**src/assert_macros.svh**
```systemverilog
// Assertion macros used by the top-level core file.
`ifndef ASSERT_MACROS_SVH
`define ASSERT_MACROS_SVH

// Antecedent implies consequent in the same cycle.
`define ASSERT_SAME(label, clk, rst_n, ante, cons) \
	label: assert property (@(posedge clk) disable iff (!rst_n) (ante) |-> (cons)) \
		else $error("assertion failed");

// Antecedent implies consequent in the next cycle.
`define ASSERT_NEXT(label, clk, rst_n, ante, cons) \
	label: assert property (@(posedge clk) disable iff (!rst_n) (ante) |=> (cons)) \
		else $error("assertion failed");

`endif

```
**src/c65_pkg.sv**
```systemverilog
// Types, constants and the opcode decoder of the 6502-subset core.
`default_nettype none
package c65_pkg;

	localparam int RAM_BYTES_DEF = 2048;
	localparam int IO_BYTES_DEF  = 32;
	localparam int ROM_BYTES_DEF = 32768;

	localparam logic [7:0]  SP_RESET     = 8'hFD;
	localparam logic [7:0]  P_RESET      = 8'h24;
	localparam logic [15:0] VEC_LO       = 16'hFFFC;
	localparam logic [15:0] VEC_HI       = 16'hFFFD;
	localparam logic [7:0]  STACK_PAGE   = 8'h01;

	localparam logic [1:0] MODE_WRITE = 2'd0;
	localparam logic [1:0] MODE_READ  = 2'd1;
	localparam logic [1:0] MODE_EXEC  = 2'd2;
	localparam logic [1:0] MODE_RESET = 2'd3;

	localparam logic [1:0] RG_NONE = 2'd0;
	localparam logic [1:0] RG_RAM  = 2'd1;
	localparam logic [1:0] RG_IO   = 2'd2;
	localparam logic [1:0] RG_ROM  = 2'd3;

	// addressing modes
	localparam logic [3:0] AM_IMP = 4'd0;
	localparam logic [3:0] AM_IMM = 4'd1;
	localparam logic [3:0] AM_ZP  = 4'd2;
	localparam logic [3:0] AM_ZPX = 4'd3;
	localparam logic [3:0] AM_ZPY = 4'd4;
	localparam logic [3:0] AM_ABS = 4'd5;
	localparam logic [3:0] AM_ABX = 4'd6;
	localparam logic [3:0] AM_ABY = 4'd7;
	localparam logic [3:0] AM_INX = 4'd8;
	localparam logic [3:0] AM_INY = 4'd9;
	localparam logic [3:0] AM_REL = 4'd10;
	localparam logic [3:0] AM_IND = 4'd11;

	// instruction kinds
	localparam logic [3:0] K_NOP  = 4'd0;
	localparam logic [3:0] K_DATA = 4'd1;
	localparam logic [3:0] K_ST   = 4'd2;
	localparam logic [3:0] K_RMW  = 4'd3;
	localparam logic [3:0] K_PHA  = 4'd4;
	localparam logic [3:0] K_PHP  = 4'd5;
	localparam logic [3:0] K_PLA  = 4'd6;
	localparam logic [3:0] K_PLP  = 4'd7;
	localparam logic [3:0] K_RTS  = 4'd8;
	localparam logic [3:0] K_RTI  = 4'd9;
	localparam logic [3:0] K_JSR  = 4'd10;
	localparam logic [3:0] K_JMP  = 4'd11;
	localparam logic [3:0] K_BR   = 4'd12;
	localparam logic [3:0] K_FLG  = 4'd13;
	localparam logic [3:0] K_TXS  = 4'd14;
	localparam logic [3:0] K_BRK  = 4'd15;

	// shared unit functions
	localparam logic [3:0] FN_ADC = 4'd0;
	localparam logic [3:0] FN_SBC = 4'd1;
	localparam logic [3:0] FN_AND = 4'd2;
	localparam logic [3:0] FN_ORA = 4'd3;
	localparam logic [3:0] FN_EOR = 4'd4;
	localparam logic [3:0] FN_CMP = 4'd5;
	localparam logic [3:0] FN_BIT = 4'd6;
	localparam logic [3:0] FN_ASL = 4'd7;
	localparam logic [3:0] FN_LSR = 4'd8;
	localparam logic [3:0] FN_ROL = 4'd9;
	localparam logic [3:0] FN_ROR = 4'd10;
	localparam logic [3:0] FN_INC = 4'd11;
	localparam logic [3:0] FN_DEC = 4'd12;
	localparam logic [3:0] FN_PSA = 4'd13;
	localparam logic [3:0] FN_LDB = 4'd14;

	// register selects
	localparam logic [1:0] R_A  = 2'd0;
	localparam logic [1:0] R_X  = 2'd1;
	localparam logic [1:0] R_Y  = 2'd2;
	localparam logic [1:0] R_SP = 2'd3;
	localparam logic [1:0] R_NONE = 2'd3;

	// status bit positions
	localparam logic [2:0] FB_C = 3'd0;
	localparam logic [2:0] FB_Z = 3'd1;
	localparam logic [2:0] FB_I = 3'd2;
	localparam logic [2:0] FB_D = 3'd3;
	localparam logic [2:0] FB_B = 3'd4;
	localparam logic [2:0] FB_V = 3'd6;
	localparam logic [2:0] FB_N = 3'd7;

	typedef struct packed {
		logic [3:0] am;
		logic [3:0] kind;
		logic [3:0] fn;
		logic [1:0] src;
		logic [1:0] dst;
		logic [2:0] bidx;
		logic       bval;
		logic       known;
	} dec_t;

	typedef struct packed {
		logic [3:0] fn;
		logic [7:0] a;
		logic [7:0] b;
		logic [7:0] p;
	} alu_req_t;

	typedef struct packed {
		logic [7:0] res;
		logic [7:0] p;
	} alu_rsp_t;

	typedef struct packed {
		logic        en;
		logic        we;
		logic [15:0] addr;
		logic [7:0]  wdata;
	} mem_req_t;

	function automatic dec_t mk(input logic [3:0] am, input logic [3:0] kind,
			input logic [3:0] fn, input logic [1:0] src, input logic [1:0] dst,
			input logic [2:0] bidx, input logic bval);
		dec_t d;
		d.am = am; d.kind = kind; d.fn = fn; d.src = src; d.dst = dst;
		d.bidx = bidx; d.bval = bval; d.known = 1'b1;
		return d;
	endfunction

	function automatic dec_t c65_decode(input logic [7:0] op);
		dec_t d;
		d = mk(AM_IMP, K_NOP, FN_PSA, R_A, R_NONE, FB_C, 1'b0);
		d.known = 1'b0;
		unique case (op)
			8'hA9: d = mk(AM_IMM, K_DATA, FN_LDB, R_A, R_A, FB_C, 1'b0);
			8'hA5: d = mk(AM_ZP,  K_DATA, FN_LDB, R_A, R_A, FB_C, 1'b0);
			8'hB5: d = mk(AM_ZPX, K_DATA, FN_LDB, R_A, R_A, FB_C, 1'b0);
			8'hAD: d = mk(AM_ABS, K_DATA, FN_LDB, R_A, R_A, FB_C, 1'b0);
			8'hBD: d = mk(AM_ABX, K_DATA, FN_LDB, R_A, R_A, FB_C, 1'b0);
			8'hB9: d = mk(AM_ABY, K_DATA, FN_LDB, R_A, R_A, FB_C, 1'b0);
			8'hA1: d = mk(AM_INX, K_DATA, FN_LDB, R_A, R_A, FB_C, 1'b0);
			8'hB1: d = mk(AM_INY, K_DATA, FN_LDB, R_A, R_A, FB_C, 1'b0);
			8'hA2: d = mk(AM_IMM, K_DATA, FN_LDB, R_A, R_X, FB_C, 1'b0);
			8'hA6: d = mk(AM_ZP,  K_DATA, FN_LDB, R_A, R_X, FB_C, 1'b0);
			8'hB6: d = mk(AM_ZPY, K_DATA, FN_LDB, R_A, R_X, FB_C, 1'b0);
			8'hAE: d = mk(AM_ABS, K_DATA, FN_LDB, R_A, R_X, FB_C, 1'b0);
			8'hBE: d = mk(AM_ABY, K_DATA, FN_LDB, R_A, R_X, FB_C, 1'b0);
			8'hA0: d = mk(AM_IMM, K_DATA, FN_LDB, R_A, R_Y, FB_C, 1'b0);
			8'h85: d = mk(AM_ZP,  K_ST, FN_PSA, R_A, R_NONE, FB_C, 1'b0);
			8'h95: d = mk(AM_ZPX, K_ST, FN_PSA, R_A, R_NONE, FB_C, 1'b0);
			8'h8D: d = mk(AM_ABS, K_ST, FN_PSA, R_A, R_NONE, FB_C, 1'b0);
			8'h9D: d = mk(AM_ABX, K_ST, FN_PSA, R_A, R_NONE, FB_C, 1'b0);
			8'h99: d = mk(AM_ABY, K_ST, FN_PSA, R_A, R_NONE, FB_C, 1'b0);
			8'h81: d = mk(AM_INX, K_ST, FN_PSA, R_A, R_NONE, FB_C, 1'b0);
			8'h91: d = mk(AM_INY, K_ST, FN_PSA, R_A, R_NONE, FB_C, 1'b0);
			8'h86: d = mk(AM_ZP,  K_ST, FN_PSA, R_X, R_NONE, FB_C, 1'b0);
			8'h96: d = mk(AM_ZPY, K_ST, FN_PSA, R_X, R_NONE, FB_C, 1'b0);
			8'h8E: d = mk(AM_ABS, K_ST, FN_PSA, R_X, R_NONE, FB_C, 1'b0);
			8'h84: d = mk(AM_ZP,  K_ST, FN_PSA, R_Y, R_NONE, FB_C, 1'b0);
			8'h94: d = mk(AM_ZPX, K_ST, FN_PSA, R_Y, R_NONE, FB_C, 1'b0);
			8'h8C: d = mk(AM_ABS, K_ST, FN_PSA, R_Y, R_NONE, FB_C, 1'b0);
			8'h48: d = mk(AM_IMP, K_PHA, FN_PSA, R_A, R_NONE, FB_C, 1'b0);
			8'h68: d = mk(AM_IMP, K_PLA, FN_LDB, R_A, R_A, FB_C, 1'b0);
			8'h08: d = mk(AM_IMP, K_PHP, FN_PSA, R_A, R_NONE, FB_C, 1'b0);
			8'h28: d = mk(AM_IMP, K_PLP, FN_PSA, R_A, R_NONE, FB_C, 1'b0);
			8'h00: d = mk(AM_IMP, K_BRK, FN_PSA, R_A, R_NONE, FB_B, 1'b1);
			8'hEA: d = mk(AM_IMP, K_NOP, FN_PSA, R_A, R_NONE, FB_C, 1'b0);
			8'h20: d = mk(AM_ABS, K_JSR, FN_PSA, R_A, R_NONE, FB_C, 1'b0);
			8'h60: d = mk(AM_IMP, K_RTS, FN_PSA, R_A, R_NONE, FB_C, 1'b0);
			8'h40: d = mk(AM_IMP, K_RTI, FN_PSA, R_A, R_NONE, FB_C, 1'b0);
			8'h4C: d = mk(AM_ABS, K_JMP, FN_PSA, R_A, R_NONE, FB_C, 1'b0);
			8'h6C: d = mk(AM_IND, K_JMP, FN_PSA, R_A, R_NONE, FB_C, 1'b0);
			8'h29: d = mk(AM_IMM, K_DATA, FN_AND, R_A, R_A, FB_C, 1'b0);
			8'h09: d = mk(AM_IMM, K_DATA, FN_ORA, R_A, R_A, FB_C, 1'b0);
			8'h49: d = mk(AM_IMM, K_DATA, FN_EOR, R_A, R_A, FB_C, 1'b0);
			8'hC9: d = mk(AM_IMM, K_DATA, FN_CMP, R_A, R_NONE, FB_C, 1'b0);
			8'hE0: d = mk(AM_IMM, K_DATA, FN_CMP, R_X, R_NONE, FB_C, 1'b0);
			8'hC0: d = mk(AM_IMM, K_DATA, FN_CMP, R_Y, R_NONE, FB_C, 1'b0);
			8'h69: d = mk(AM_IMM, K_DATA, FN_ADC, R_A, R_A, FB_C, 1'b0);
			8'h61: d = mk(AM_INX, K_DATA, FN_ADC, R_A, R_A, FB_C, 1'b0);
			8'h71: d = mk(AM_INY, K_DATA, FN_ADC, R_A, R_A, FB_C, 1'b0);
			8'hE9: d = mk(AM_IMM, K_DATA, FN_SBC, R_A, R_A, FB_C, 1'b0);
			8'hE1: d = mk(AM_INX, K_DATA, FN_SBC, R_A, R_A, FB_C, 1'b0);
			8'hF1: d = mk(AM_INY, K_DATA, FN_SBC, R_A, R_A, FB_C, 1'b0);
			8'h24: d = mk(AM_ZP,  K_DATA, FN_BIT, R_A, R_NONE, FB_C, 1'b0);
			8'h2C: d = mk(AM_ABS, K_DATA, FN_BIT, R_A, R_NONE, FB_C, 1'b0);
			8'hAA: d = mk(AM_IMP, K_DATA, FN_PSA, R_A, R_X, FB_C, 1'b0);
			8'h8A: d = mk(AM_IMP, K_DATA, FN_PSA, R_X, R_A, FB_C, 1'b0);
			8'hA8: d = mk(AM_IMP, K_DATA, FN_PSA, R_A, R_Y, FB_C, 1'b0);
			8'h98: d = mk(AM_IMP, K_DATA, FN_PSA, R_Y, R_A, FB_C, 1'b0);
			8'hBA: d = mk(AM_IMP, K_DATA, FN_PSA, R_SP, R_X, FB_C, 1'b0);
			8'h9A: d = mk(AM_IMP, K_TXS, FN_PSA, R_X, R_NONE, FB_C, 1'b0);
			8'hCA: d = mk(AM_IMP, K_DATA, FN_DEC, R_X, R_X, FB_C, 1'b0);
			8'hE8: d = mk(AM_IMP, K_DATA, FN_INC, R_X, R_X, FB_C, 1'b0);
			8'h18: d = mk(AM_IMP, K_FLG, FN_PSA, R_A, R_NONE, FB_C, 1'b0);
			8'h38: d = mk(AM_IMP, K_FLG, FN_PSA, R_A, R_NONE, FB_C, 1'b1);
			8'hD8: d = mk(AM_IMP, K_FLG, FN_PSA, R_A, R_NONE, FB_D, 1'b0);
			8'hF8: d = mk(AM_IMP, K_FLG, FN_PSA, R_A, R_NONE, FB_D, 1'b1);
			8'h58: d = mk(AM_IMP, K_FLG, FN_PSA, R_A, R_NONE, FB_I, 1'b0);
			8'h78: d = mk(AM_IMP, K_FLG, FN_PSA, R_A, R_NONE, FB_I, 1'b1);
			8'hB8: d = mk(AM_IMP, K_FLG, FN_PSA, R_A, R_NONE, FB_V, 1'b0);
			8'h90: d = mk(AM_REL, K_BR, FN_PSA, R_A, R_NONE, FB_C, 1'b0);
			8'hB0: d = mk(AM_REL, K_BR, FN_PSA, R_A, R_NONE, FB_C, 1'b1);
			8'hD0: d = mk(AM_REL, K_BR, FN_PSA, R_A, R_NONE, FB_Z, 1'b0);
			8'hF0: d = mk(AM_REL, K_BR, FN_PSA, R_A, R_NONE, FB_Z, 1'b1);
			8'h10: d = mk(AM_REL, K_BR, FN_PSA, R_A, R_NONE, FB_N, 1'b0);
			8'h30: d = mk(AM_REL, K_BR, FN_PSA, R_A, R_NONE, FB_N, 1'b1);
			8'h50: d = mk(AM_REL, K_BR, FN_PSA, R_A, R_NONE, FB_V, 1'b0);
			8'h70: d = mk(AM_REL, K_BR, FN_PSA, R_A, R_NONE, FB_V, 1'b1);
			8'h0A: d = mk(AM_IMP, K_DATA, FN_ASL, R_A, R_A, FB_C, 1'b0);
			8'h4A: d = mk(AM_IMP, K_DATA, FN_LSR, R_A, R_A, FB_C, 1'b0);
			8'h2A: d = mk(AM_IMP, K_DATA, FN_ROL, R_A, R_A, FB_C, 1'b0);
			8'h6A: d = mk(AM_IMP, K_DATA, FN_ROR, R_A, R_A, FB_C, 1'b0);
			8'h06: d = mk(AM_ZP,  K_RMW, FN_ASL, R_A, R_NONE, FB_C, 1'b0);
			8'h26: d = mk(AM_ZP,  K_RMW, FN_ROL, R_A, R_NONE, FB_C, 1'b0);
			8'h66: d = mk(AM_ZP,  K_RMW, FN_ROR, R_A, R_NONE, FB_C, 1'b0);
			8'h76: d = mk(AM_ZPX, K_RMW, FN_ROR, R_A, R_NONE, FB_C, 1'b0);
			8'h6E: d = mk(AM_ABS, K_RMW, FN_ROR, R_A, R_NONE, FB_C, 1'b0);
			8'h7E: d = mk(AM_ABX, K_RMW, FN_ROR, R_A, R_NONE, FB_C, 1'b0);
			8'hE6: d = mk(AM_ZP,  K_RMW, FN_INC, R_A, R_NONE, FB_C, 1'b0);
			8'hF6: d = mk(AM_ZPX, K_RMW, FN_INC, R_A, R_NONE, FB_C, 1'b0);
			8'hEE: d = mk(AM_ABS, K_RMW, FN_INC, R_A, R_NONE, FB_C, 1'b0);
			8'hC6: d = mk(AM_ZP,  K_RMW, FN_DEC, R_A, R_NONE, FB_C, 1'b0);
			8'hD6: d = mk(AM_ZPX, K_RMW, FN_DEC, R_A, R_NONE, FB_C, 1'b0);
			8'hCE: d = mk(AM_ABS, K_RMW, FN_DEC, R_A, R_NONE, FB_C, 1'b0);
			default: ;
		endcase
		return d;
	endfunction

endpackage
`default_nettype wire

```
**src/c65_alu.sv**
```systemverilog
// Shared arithmetic, logic, compare and shift unit.
`default_nettype none
module c65_alu import c65_pkg::*; (
	input  alu_req_t req,
	output alu_rsp_t rsp
);
	logic [8:0] sum;
	logic [8:0] dif;
	logic [7:0] res;
	logic [7:0] p;
	logic       zn_en;

	always_comb begin
		sum   = {1'b0, req.a} + {1'b0, req.b} + {8'd0, req.p[FB_C]};
		dif   = {1'b0, req.a} - {1'b0, req.b} - {8'd0, ~req.p[FB_C]};
		res   = req.a;
		p     = req.p;
		zn_en = 1'b1;
		unique case (req.fn)
			FN_ADC: begin
				res = sum[7:0];
				p[FB_V] = (req.a[7] ^ sum[7]) & (req.b[7] ^ sum[7]);
				p[FB_C] = sum[8];
			end
			FN_SBC: begin
				res = dif[7:0];
				p[FB_V] = (req.a[7] ^ dif[7]) & (~req.b[7] ^ dif[7]);
				p[FB_C] = ~dif[8];
			end
			FN_AND: res = req.a & req.b;
			FN_ORA: res = req.a | req.b;
			FN_EOR: res = req.a ^ req.b;
			FN_CMP: begin
				res = req.a - req.b;
				p[FB_C] = (req.a >= req.b);
			end
			FN_BIT: begin
				zn_en = 1'b0;
				p[FB_Z] = ((req.a & req.b) == 8'd0);
				p[FB_V] = req.b[6];
				p[FB_N] = req.b[7];
			end
			FN_ASL: begin
				res = {req.a[6:0], 1'b0};
				p[FB_C] = req.a[7];
			end
			FN_LSR: begin
				res = {1'b0, req.a[7:1]};
				p[FB_C] = req.a[0];
			end
			FN_ROL: begin
				res = {req.a[6:0], req.p[FB_C]};
				p[FB_C] = req.a[7];
			end
			FN_ROR: begin
				res = {req.p[FB_C], req.a[7:1]};
				p[FB_C] = req.a[0];
			end
			FN_INC: res = req.a + 8'd1;
			FN_DEC: res = req.a - 8'd1;
			FN_PSA: res = req.a;
			FN_LDB: res = req.b;
			default: res = req.a;
		endcase
		if (zn_en) begin
			p[FB_Z] = (res == 8'd0);
			p[FB_N] = res[7];
		end
		rsp.res = res;
		rsp.p   = p;
	end
endmodule
`default_nettype wire

```
**config.mk**
```make
export PLATFORM = sky130hd
export DESIGN_NAME = c65_alu
export DESIGN_NICKNAME = d
export VERILOG_FILES = /design/src/assert_macros.svh /design/src/c65_pkg.sv /design/src/c65_alu.sv
export SDC_FILE = /design/constraint.sdc
export NUM_CORES = 1
export LEC_CHECK = 0
export ABC_AREA = 1
export BUFFER_PORTS_ARGS = -buffer_cell sky130_fd_sc_hd__buf_2
export CAP_MARGIN = 20
export CORE_ASPECT_RATIO = 0.6
export CORE_MARGIN = 4
export CORE_UTILIZATION = 60
export DETAILED_ROUTE_END_ITERATION = 10
export PLACE_DENSITY_LB_ADDON = 0.05
export SLEW_MARGIN = 10
export SYNTH_ARGS = -nofsm -noshare
export SYNTH_HDL_FRONTEND = slang
export SYNTH_SLANG_ARGS = --single-unit
export TNS_END_PERCENT = 50
```
**constraint.sdc**
```tcl
create_clock -name vclk -period 8.05
set_clock_uncertainty 0.2 [all_clocks]
set_input_delay 1.61 -clock vclk [all_inputs]
set_output_delay 1.61 -clock vclk [all_outputs]
set_load 0.05 [all_outputs]
```
# == Word-level counts from Yosys, hierarchy flattened ==
# Cells that the tools add are included.
# word_totals
reg_bits,0
input_bits,28
output_inout_bits,16
wordCells,43
# classes
n_addsub,7
order_cmp,1
n_eq_ne,13
muxes,5
bitwise,12
reduce_logical,5
# op_table
cell,count
one-hot mux 8 bit (13 select lines),1
equality test 4 bit (second input constant),6
equality test 4 x 3 -> 1 bit (second input constant),4
zero test 8 bit,2
adder 8 x 8 -> 9 bit,1
adder 9 x 1 -> 9 bit,1
subtractor 8 x 8 -> 9 bit,1
subtractor 9 x 1 -> 9 bit,1
adder 8 x 1 -> 8 bit (second input constant),1
bitwise AND 8 bit,1
equality test 4 x 2 -> 1 bit (second input constant),2
>= comparator 8 bit,1
OR 8 bit,1
subtractor 8 x 1 -> 8 bit (second input constant),1
subtractor 8 bit,1
bitwise XOR 8 bit,1
one-hot mux 1 bit (5 select lines),1
equality test 4 x 1 -> 1 bit (second input constant),1
zero test 4 bit,1
OR reduction 2 bit,2
bitwise XOR 1 bit,4
NOT 1 bit,3
one-hot mux 1 bit (3 select lines),1
bitwise AND 1 bit,2
two-way mux 1 bit,2

# == Depth between registers and ports, before layout ==
# Gate-level depths: netlist (run 1).
# logic_depth
depth_word,5
depth_mapped,19

# == Least setup slack after synthesis (run 1) ==
# Ideal clock, no wire load.
# synth_timing
path_kind,input-to-output
from,input port req[0] (netlist bit)
to,output port rsp[1] (netlist bit)
arrival_ns,4.106
required_time_ns,6.240
slack_ns,2.134
path_stages,14
path_buffers,0
cell_sequence,inv_1 -> fa_1 -> fa_1 -> nand2_1 -> a21oi_1 -> a21oi_1 -> nand2_1 -> nor2_1 -> nand3_1 -> nor2_1 -> nand3_1 -> nor2_1 -> nand3_1 -> nand2_1
# synth_rtl
element,line_no,rtl
from (decl),c65_alu.sv:4,"input alu_req_t req,"
to (decl),c65_alu.sv:5,output alu_rsp_t rsp

==> results.txt, run 1 <==
- Multiplexer share of the synthesized area: 0%
- In this run the count of I/O pins placed on the die edge is 44.
* Number of antenna diodes: 0
- The total overflow left after global routing is 0.
- When the netlist entered floorplanning its net count stood at 583.
* Nets@finish: 612
- Power share of the sequential group: 0%
- Leakage: 1.69 nW
- Proportion of power drawn by the clock network: 0%
- Xor/xnor share of the synthesized area: ~1.3%
* Drt first-iter violations: around 540
- Post-detailed-route wirelength per cell: 15.4 um
* Peak fanout along the critical path: 10
* Main area contributors after synthesis: nand2_1 24%, ha_1 19%, inv_1 11%, nand3_1 10%, nor2_1 9.7%
- Counting the clock-network buffers in the layout gives 0.
* Core area: 0.00417 mm^2
- Synthesized cell area: around 0.0026 mm^2
* FMAX: 0.166 GHz
* Row count: 18
- Across all layers, the routed design uses 3491 vias.
- Distinct cell type count of the synthesized netlist: 33
- In this run switching power makes up a little under three quarters of total power.
* YS warnings: 0
- Number of antenna violations at the first check in global routing: 0
- Final Wtd Congestion: around 1
* Area growth from synthesis to final layout: 7.58%
* Most frequent standard cell in the layout excluding fill and tap cells: nand2_1
* Cell Chain, Critical Path: buf_2 -> inv_1 -> ha_1 -> ha_1 -> nand2_1 -> inv_1 -> nand4_1 -> nand3_1 -> nand2_1 -> nand2_1 -> nor2_1 -> nor2_1 -> nand3b_1 -> nand2_1 -> nand3_1 -> nand2_1 -> buf_2
- Sequential-to-total area share from yosys stat: 0%
- Detail Route Antenna Nets: 0
- Final setup viols: 0
- After clock tree synthesis, the repair step resized 0 gates.
- After clock tree synthesis, the setup repair step added 0 buffers.
- Largest area contributor in the netlist: nand2_1
- The floorplan step set the die height to 59.4 um.
- RSZ-0062 raised after global routing: no
- Across the whole layout, storage elements account for 0 um^2.
* Hold path start: req[3]
* Final Hold Viols: 0
- The number of pins exceeding their max-slew limit in the final report was 0.
* Endpoint of the worst hold-timing path: rsp[3]
- Cell seen most often among critical-path stages: nand2_1
- Chip width: 93.7 um
* Kind of end point of the critical path: output port
* Portion of synthesized cell area occupied by the leading cell type: between 20% and 30%
- After detailed routing, the met2 layer carries 3490 um of wire.
- Wirelength, routed: 9180 um
* Pin count of the biggest net entering global routing: 14
- Number of maximum-capacitance violations: 0
- Hold-fix buffers, CTS: 0
- The first TritonRoute pass finished after 5 iterations.
- Final cycle utilization of the critical path: roughly 75%
* Total half-perimeter wirelength after legalization and detailed placement: 7550 um
- Critical Path Max Stage Delay: 440 ps
- Data arrival time at the worst-slack endpoint: 4230 ps
- For this block, wires on met1 add up to approximately 4000 um.
- Launching element type of the critical path: input pin
* Count of input and output buffers: 34
- After synthesis, the largest family of logic cells by area is simple AND/OR/NAND/NOR gates.
- Worst vdd ir: approximately 55 uV
* Mapped Avg Cell Area: 5.19 um^2
- Via count normalized by instance count: just under 6
* Detailed-routed wire length on met3: 1490 um
- Slew HR: 48.0%
- In the final timing run, aggregate negative setup slack is 0 ps.
- The worst hold path passes through 0 cells.
- Summed over all nets, the switching power comes to 0.157 mW.
- For this run, the total global-route usage over all layers was measured as roughly a third.
- Fraction of layout cells with a size suffix above 1: 8.40%
- Effective utilization at floorplan: 63.4%
* Final worst hold slack: around 3000 ps
* Tightest Pin Transition: 777 ps
* Clock period minus final worst setup slack: 6040 ps
- The critical path in this run is classified as input pin to output port.
- Max layer used: met4
* Filler cell count: 408
- Simple-gate area share of the yosys netlist: 52.7%
- Critical path required time: 6240 ps
- Leading cell types in the layout, fill and taps excluded: 171 x nand2_1, 74 x inv_1, 68 x nor2_1
- The internal power of the cells totals 0.0640 mW.
- The synthesized netlist devotes 10.0% of its cell area to compound gates.
- Outcome: completed
* Proportion of power drawn by combinational gates: 100.0%
- Power Density: 77.9 mW/mm^2
- Area of the multi-input gates: between 0.002 and 0.0025 mm^2
* Global-route wire length before repair: 14700 um
- The worst hold path belongs to the class input pin to output port.
- The design has 0 sequential cells.
* Adder and majority gate portion of the synthesized area: 23.2%
- Synthesis produced a netlist whose cell count is approximately 510.
- The slowest stage of the critical path is the ha_1 cell.
- In the routed design, unresolved DRC markers number 0.
- The via count of the first global-routing pass was 3010.
* Total Die Area: between 0.005 and 0.006 mm^2
-- routing by layer --
| metal | vias up | global-route usage, % |
|---|---|---|
| met5 | - | 0 |
| met4 | 0 | 8.64 |
| met3 | 29 | 6.09 |
| met2 | 276 | 47.2 |
| met1 | 1507 | 51.7 |
| li1 | 1679 | - |
-- worst max-delay path: cells and delay by family --
kind / cells / cell delay [ps]
adder cells (fa/ha/maj): 2 / 860
AND/OR/NAND/NOR: 11 / 1020
buffers and inverters: 4 / 730
-- cells in the mapped netlist --
cell	n
nand2_1	171
inv_1	74
nor2_1	68
nand3_1	54
ha_1	41
a21oi_1	21
o21ai_0	16
nand4_1	12
nand3b_1	6
fa_1	5
nor3_1	5
buf_4	4
buf_2	3
nand2_2	3
o21ai_1	3
inv_2	2
nor2_2	2
nor4_1	2
xnor2_1	2
xor2_1	2
a21o_1	1
a2bb2oi_1	1
a41o_1	1
inv_4	1
nand2_4	1
nor2_4	1
nor3b_1	1
o211ai_1	1
o21bai_1	1
o221ai_1	1
o22ai_1	1
o32ai_1	1
or2_2	1
-- per-stage QoR --
step / util [%] / area, um^2 / power [mW] / worst slack [ps] / std cells
finish: 68.2 / 2840 / 0.221 / 2010 / 596
global route: 68.2 / 2840 / 0.243 / 1720 / 596
CTS: 68.2 / 2840 / 0.215 / 2080 / 596
detailed placement: 68.2 / 2840 / 0.214 / 2090 / 596
global placement: 68.2 / 2840 / 0.211 / 2100 / 596
floorplan: - / 2640 / 0.162 / 2130 / 509
-- layout make-up --
| type | instances | share of cell area, % |
|---|---|---|
| multi-input combinational | 425 | 81.1 |
| timing repair buffer | 34 | 5.99 |
| tap | 60 | 2.64 |
| inverter | 77 | 10.3 |
-- power by group through the flow --
stage	registers [mW]	logic, mW	clock network [mW]
after floorplan	0	0.162	0
after global placement	0	0.211	0
after detailed placement	0	0.214	0
after CTS	0	0.215	0
after global routing	0	0.243	0
final	0	0.221	0
-- kinds of logic (layout without fill, tap and decap cells) --
kind of cell               after synthesis  in the layout
buffers and inverters                   84            111
AOI/OAI and AO/OA                       48             48
xor gates and xnor gates                 4              4
and+or+nand+nor                        327            327
adders and majority gates               46             46
-- worst max-delay path by stage --
stage,from,to,slack (ps),cells after the start
2_1_floorplan,req[0],rsp[1],2130,14
5_1_grt,req[20],rsp[6],1720,14
6_report,req[19],rsp[1],2010,17
3_5_place_dp,req[19],rsp[1],2090,17
3_3_place_gp,req[19],rsp[1],2100,17
4_1_cts,req[19],rsp[1],2080,17
Note: power is estimated with default switching activity, not from simulation.
==> run 2, diff against run 1 <==
--- a/config.mk
+++ b/config.mk
@@ -10,7 +10,7 @@
 export CAP_MARGIN = 20
 export CORE_ASPECT_RATIO = 0.6
 export CORE_MARGIN = 4
-export CORE_UTILIZATION = 60
+export CORE_UTILIZATION = 55
 export DETAILED_ROUTE_END_ITERATION = 10
 export PLACE_DENSITY_LB_ADDON = 0.05
 export SLEW_MARGIN = 10
==> constraint.sdc (replaced) <==
create_clock -name vclk -period 5.19
set_clock_uncertainty 0.2 [all_clocks]
set_input_delay 1.038 -clock vclk [all_inputs]
set_output_delay 1.038 -clock vclk [all_outputs]
set_load 0.05 [all_outputs]
==> run 2 against run 1 <==
  * First-iteration DRC count decreased by 12%
  * Final cell count grew 0.84%
  * Global-route usage fell by 3.2 points
  * Sequential share of layout area is the same
  * Die area up 8.1%
  * Flip-flop and latch count is the same
  * Non-clock buffer count up 2
  * Power increased by 56%
  * Combinational power rose by 56%
  * Critical path depth grew 2
  * Highest routed layer unchanged
==> results.txt, run 2 (synthesized netlist as in run 1, its figures left out) <==
* FMAX: roughly 0.21 GHz
* Wirelength, routed: 9430 um (+2.7%)
* Area growth from synthesis to final layout: 8.38%
* Via count normalized by instance count: 5.69 (-2.8%)
- Drt first pass iters: 6 (+1)
- Number of global-route vias before repair: 2855 (-5.1%)
- The count of endpoints failing hold in the final timing report is 0 (unchanged).
- The startpoint identified for the worst hold timing path is req[2].
- The cell area power density came to 121 mW/mm^2 (+55%).
- Tightest Pin Transition: 831 ps (+53.9 ps)
* Worst-case setup slack after placement: 378 ps (-1710 ps)
- The headroom to the max-slew limit came to 44.4% (-3.6 points).
- Count of input and output buffers: 34 (unchanged)
- Kind of end point of the critical path: output port
- The count of routing violations after the opening detailed-route iteration was 477 (-12%).
- Met3 Usage GRT: 5.46% (-0.63 points)
* Global routing usage summed across all routing layers: 30.4% (-3.2 points)
- The layer flagged by global routing as most heavily used is met1.
- Number of post-CTS setup repair buffers: 0 (unchanged)
- Final-layout setup total negative slack: 0 ps (unchanged)
* Pin count of the biggest net entering global routing: 14 (unchanged)
* Met2 layer usage reported by global route: 46.3% (-0.90 points)
* Die Ht: 61.7 um (+3.8%)
- The final HPWL from detailed placement was 7800 um (+3.4%).
* Post-detailed-route wirelength per cell: 15.7 um (+1.8%)
- Clock period minus final worst setup slack: between 4000 and 5000 ps
- RSZ-0062 raised after global routing: no
* Final cycle utilization of the critical path: 93.7%
- Data arrival time at the worst-slack endpoint: 3630 ps (-600 ps)
- Number of antenna diodes: 0 (unchanged)
- The required time at the endpoint of the critical path came to 3950 ps (-2290 ps).
* Min setup slack post-route: 325 ps (-1690 ps)
- The count of clock-net buffers in the final layout is 0 (unchanged).
- Row count: 19 (+1)
- Effective utilization at floorplan: 57.3% (-6.1 points)
- Outcome: completed
- Number of antenna violations at the first check in global routing: 0 (unchanged)
* Detail Route Antenna Nets: 0 (unchanged)
* Total global routing overflow: 0 (unchanged)
- The library cell used most frequently in the layout, excluding fill and tap cells, is nand2_1.
* Sequential cell count: 0 (unchanged)
- The count of boundary I/O pins came to 44 (unchanged).
- The overall die area was 0.00601 mm^2 (+8.1%).
- The global-route met1 utilization was 46.7% (-5.0 points).
- Vias post-DR: 3421 (-2.0%)
* Leakage: 1.70 nW (+0.53%)
- The layout net count came to 614 (+0.33%).
* Number of remaining DRC errors: 0 (unchanged)
- The largest voltage drop on the vdd net was 63.2 uV (+16%).
- The critical path is of the input pin to output port type.
- STA classifies the critical path startpoint as an input pin.
* Final Wtd Congestion: 0.986 (-1.0%)
- Fraction of layout cells with a size suffix above 1: 8.74% (+0.34 points)
- The placeable core area is 0.00461 mm^2 (+11%).
* HP Class: input pin to output port
- The number of maximum-capacitance constraint violations is 0 (unchanged).
- The combined flip-flop and latch cell area is 0 um^2 (unchanged).
- The number of buffers added to fix hold violations after cts is 0 (unchanged).
* Worst setup path startpoint: req[16]
- The final count of negative-setup-slack endpoints was 0 (unchanged).
- Peak fanout along the critical path: 6 (-4)
- The die span in x was 97.5 um (+4.1%).
- The number of pins exceeding their max-slew limit in the final report came to 0 (unchanged).
* Global-route wire length before repair: 14600 um (-0.71%)
- The top cell types in the final layout, fill and taps aside, are 171 x nand2_1, 74 x inv_1, 68 x nor2_1.
* Filler cell count: 502 (+23%)
run 2: cell types whose count changed in the layout (fill, tap and decap cells not counted):
cell | previous run | this run
clkbuf_4 | 0 | 1
buf_2 | 34 | 33
buf_4 | 0 | 2
run 2: report_power, final:
part	internal, mW	switching, mW
sequential	0	0
combinational	0.101	0.244
clock	0	0
run 2: worst paths after layout:
check,end,slack (ps),cells after the start
hold / removal,rsp[2],1880,0
setup / recovery,rsp[1],330,19
run 2: routing by layer:
metal / vias to the layer above / part of all wire, %
li1: 1684 / -
met2: 212 / 38
met4: 0 / 1.1
met5: - / 0
met1: 1512 / 45
met3: 13 / 15
run 2: critical path: stages:
cell and delay, ps:
buf_2 140, inv_1 230, fa_1 500, ha_1 310, inv_1 40, nand2_1 50, nand2_1 60, nand2_1 80
nand2_1 60, nor2_1 120, nand3_1 80, nand2_1 90, nand3_1 100, nor2_1 140, nand3_1 110, nor2_1 100
nand3_1 70, nand2_1 60, clkbuf_4 220
run 2: metrics by stage:
step	hold slack [ps]	cells	cell area [um^2]	total power, mW	util [%]
after detailed placement	1880	601	2860	0.336	62.0
after CTS	1880	601	2860	0.338	62.0
after floorplan	2040	509	2640	0.252	-
final	1880	601	2860	0.345	62.1
after global placement	1880	601	2860	0.332	62.0
after global routing	1880	601	2860	0.382	62.1
run 2: final cells by class:
type | instances | area [um^2] | area share, %
Multi-Input combinational cell | 425 | 2310 | 80.5
Tap cell | 63 | 78.8 | 2.75
Inverter | 77 | 292 | 10.2
Timing Repair Buffer | 36 | 188 | 6.55
run 2: timing repair:
action / in CTS / in global routing
endpoints found under the hold margin: 0 / 0
gates resized for setup: 0 / 1
setup endpoints to repair: 0 / 1
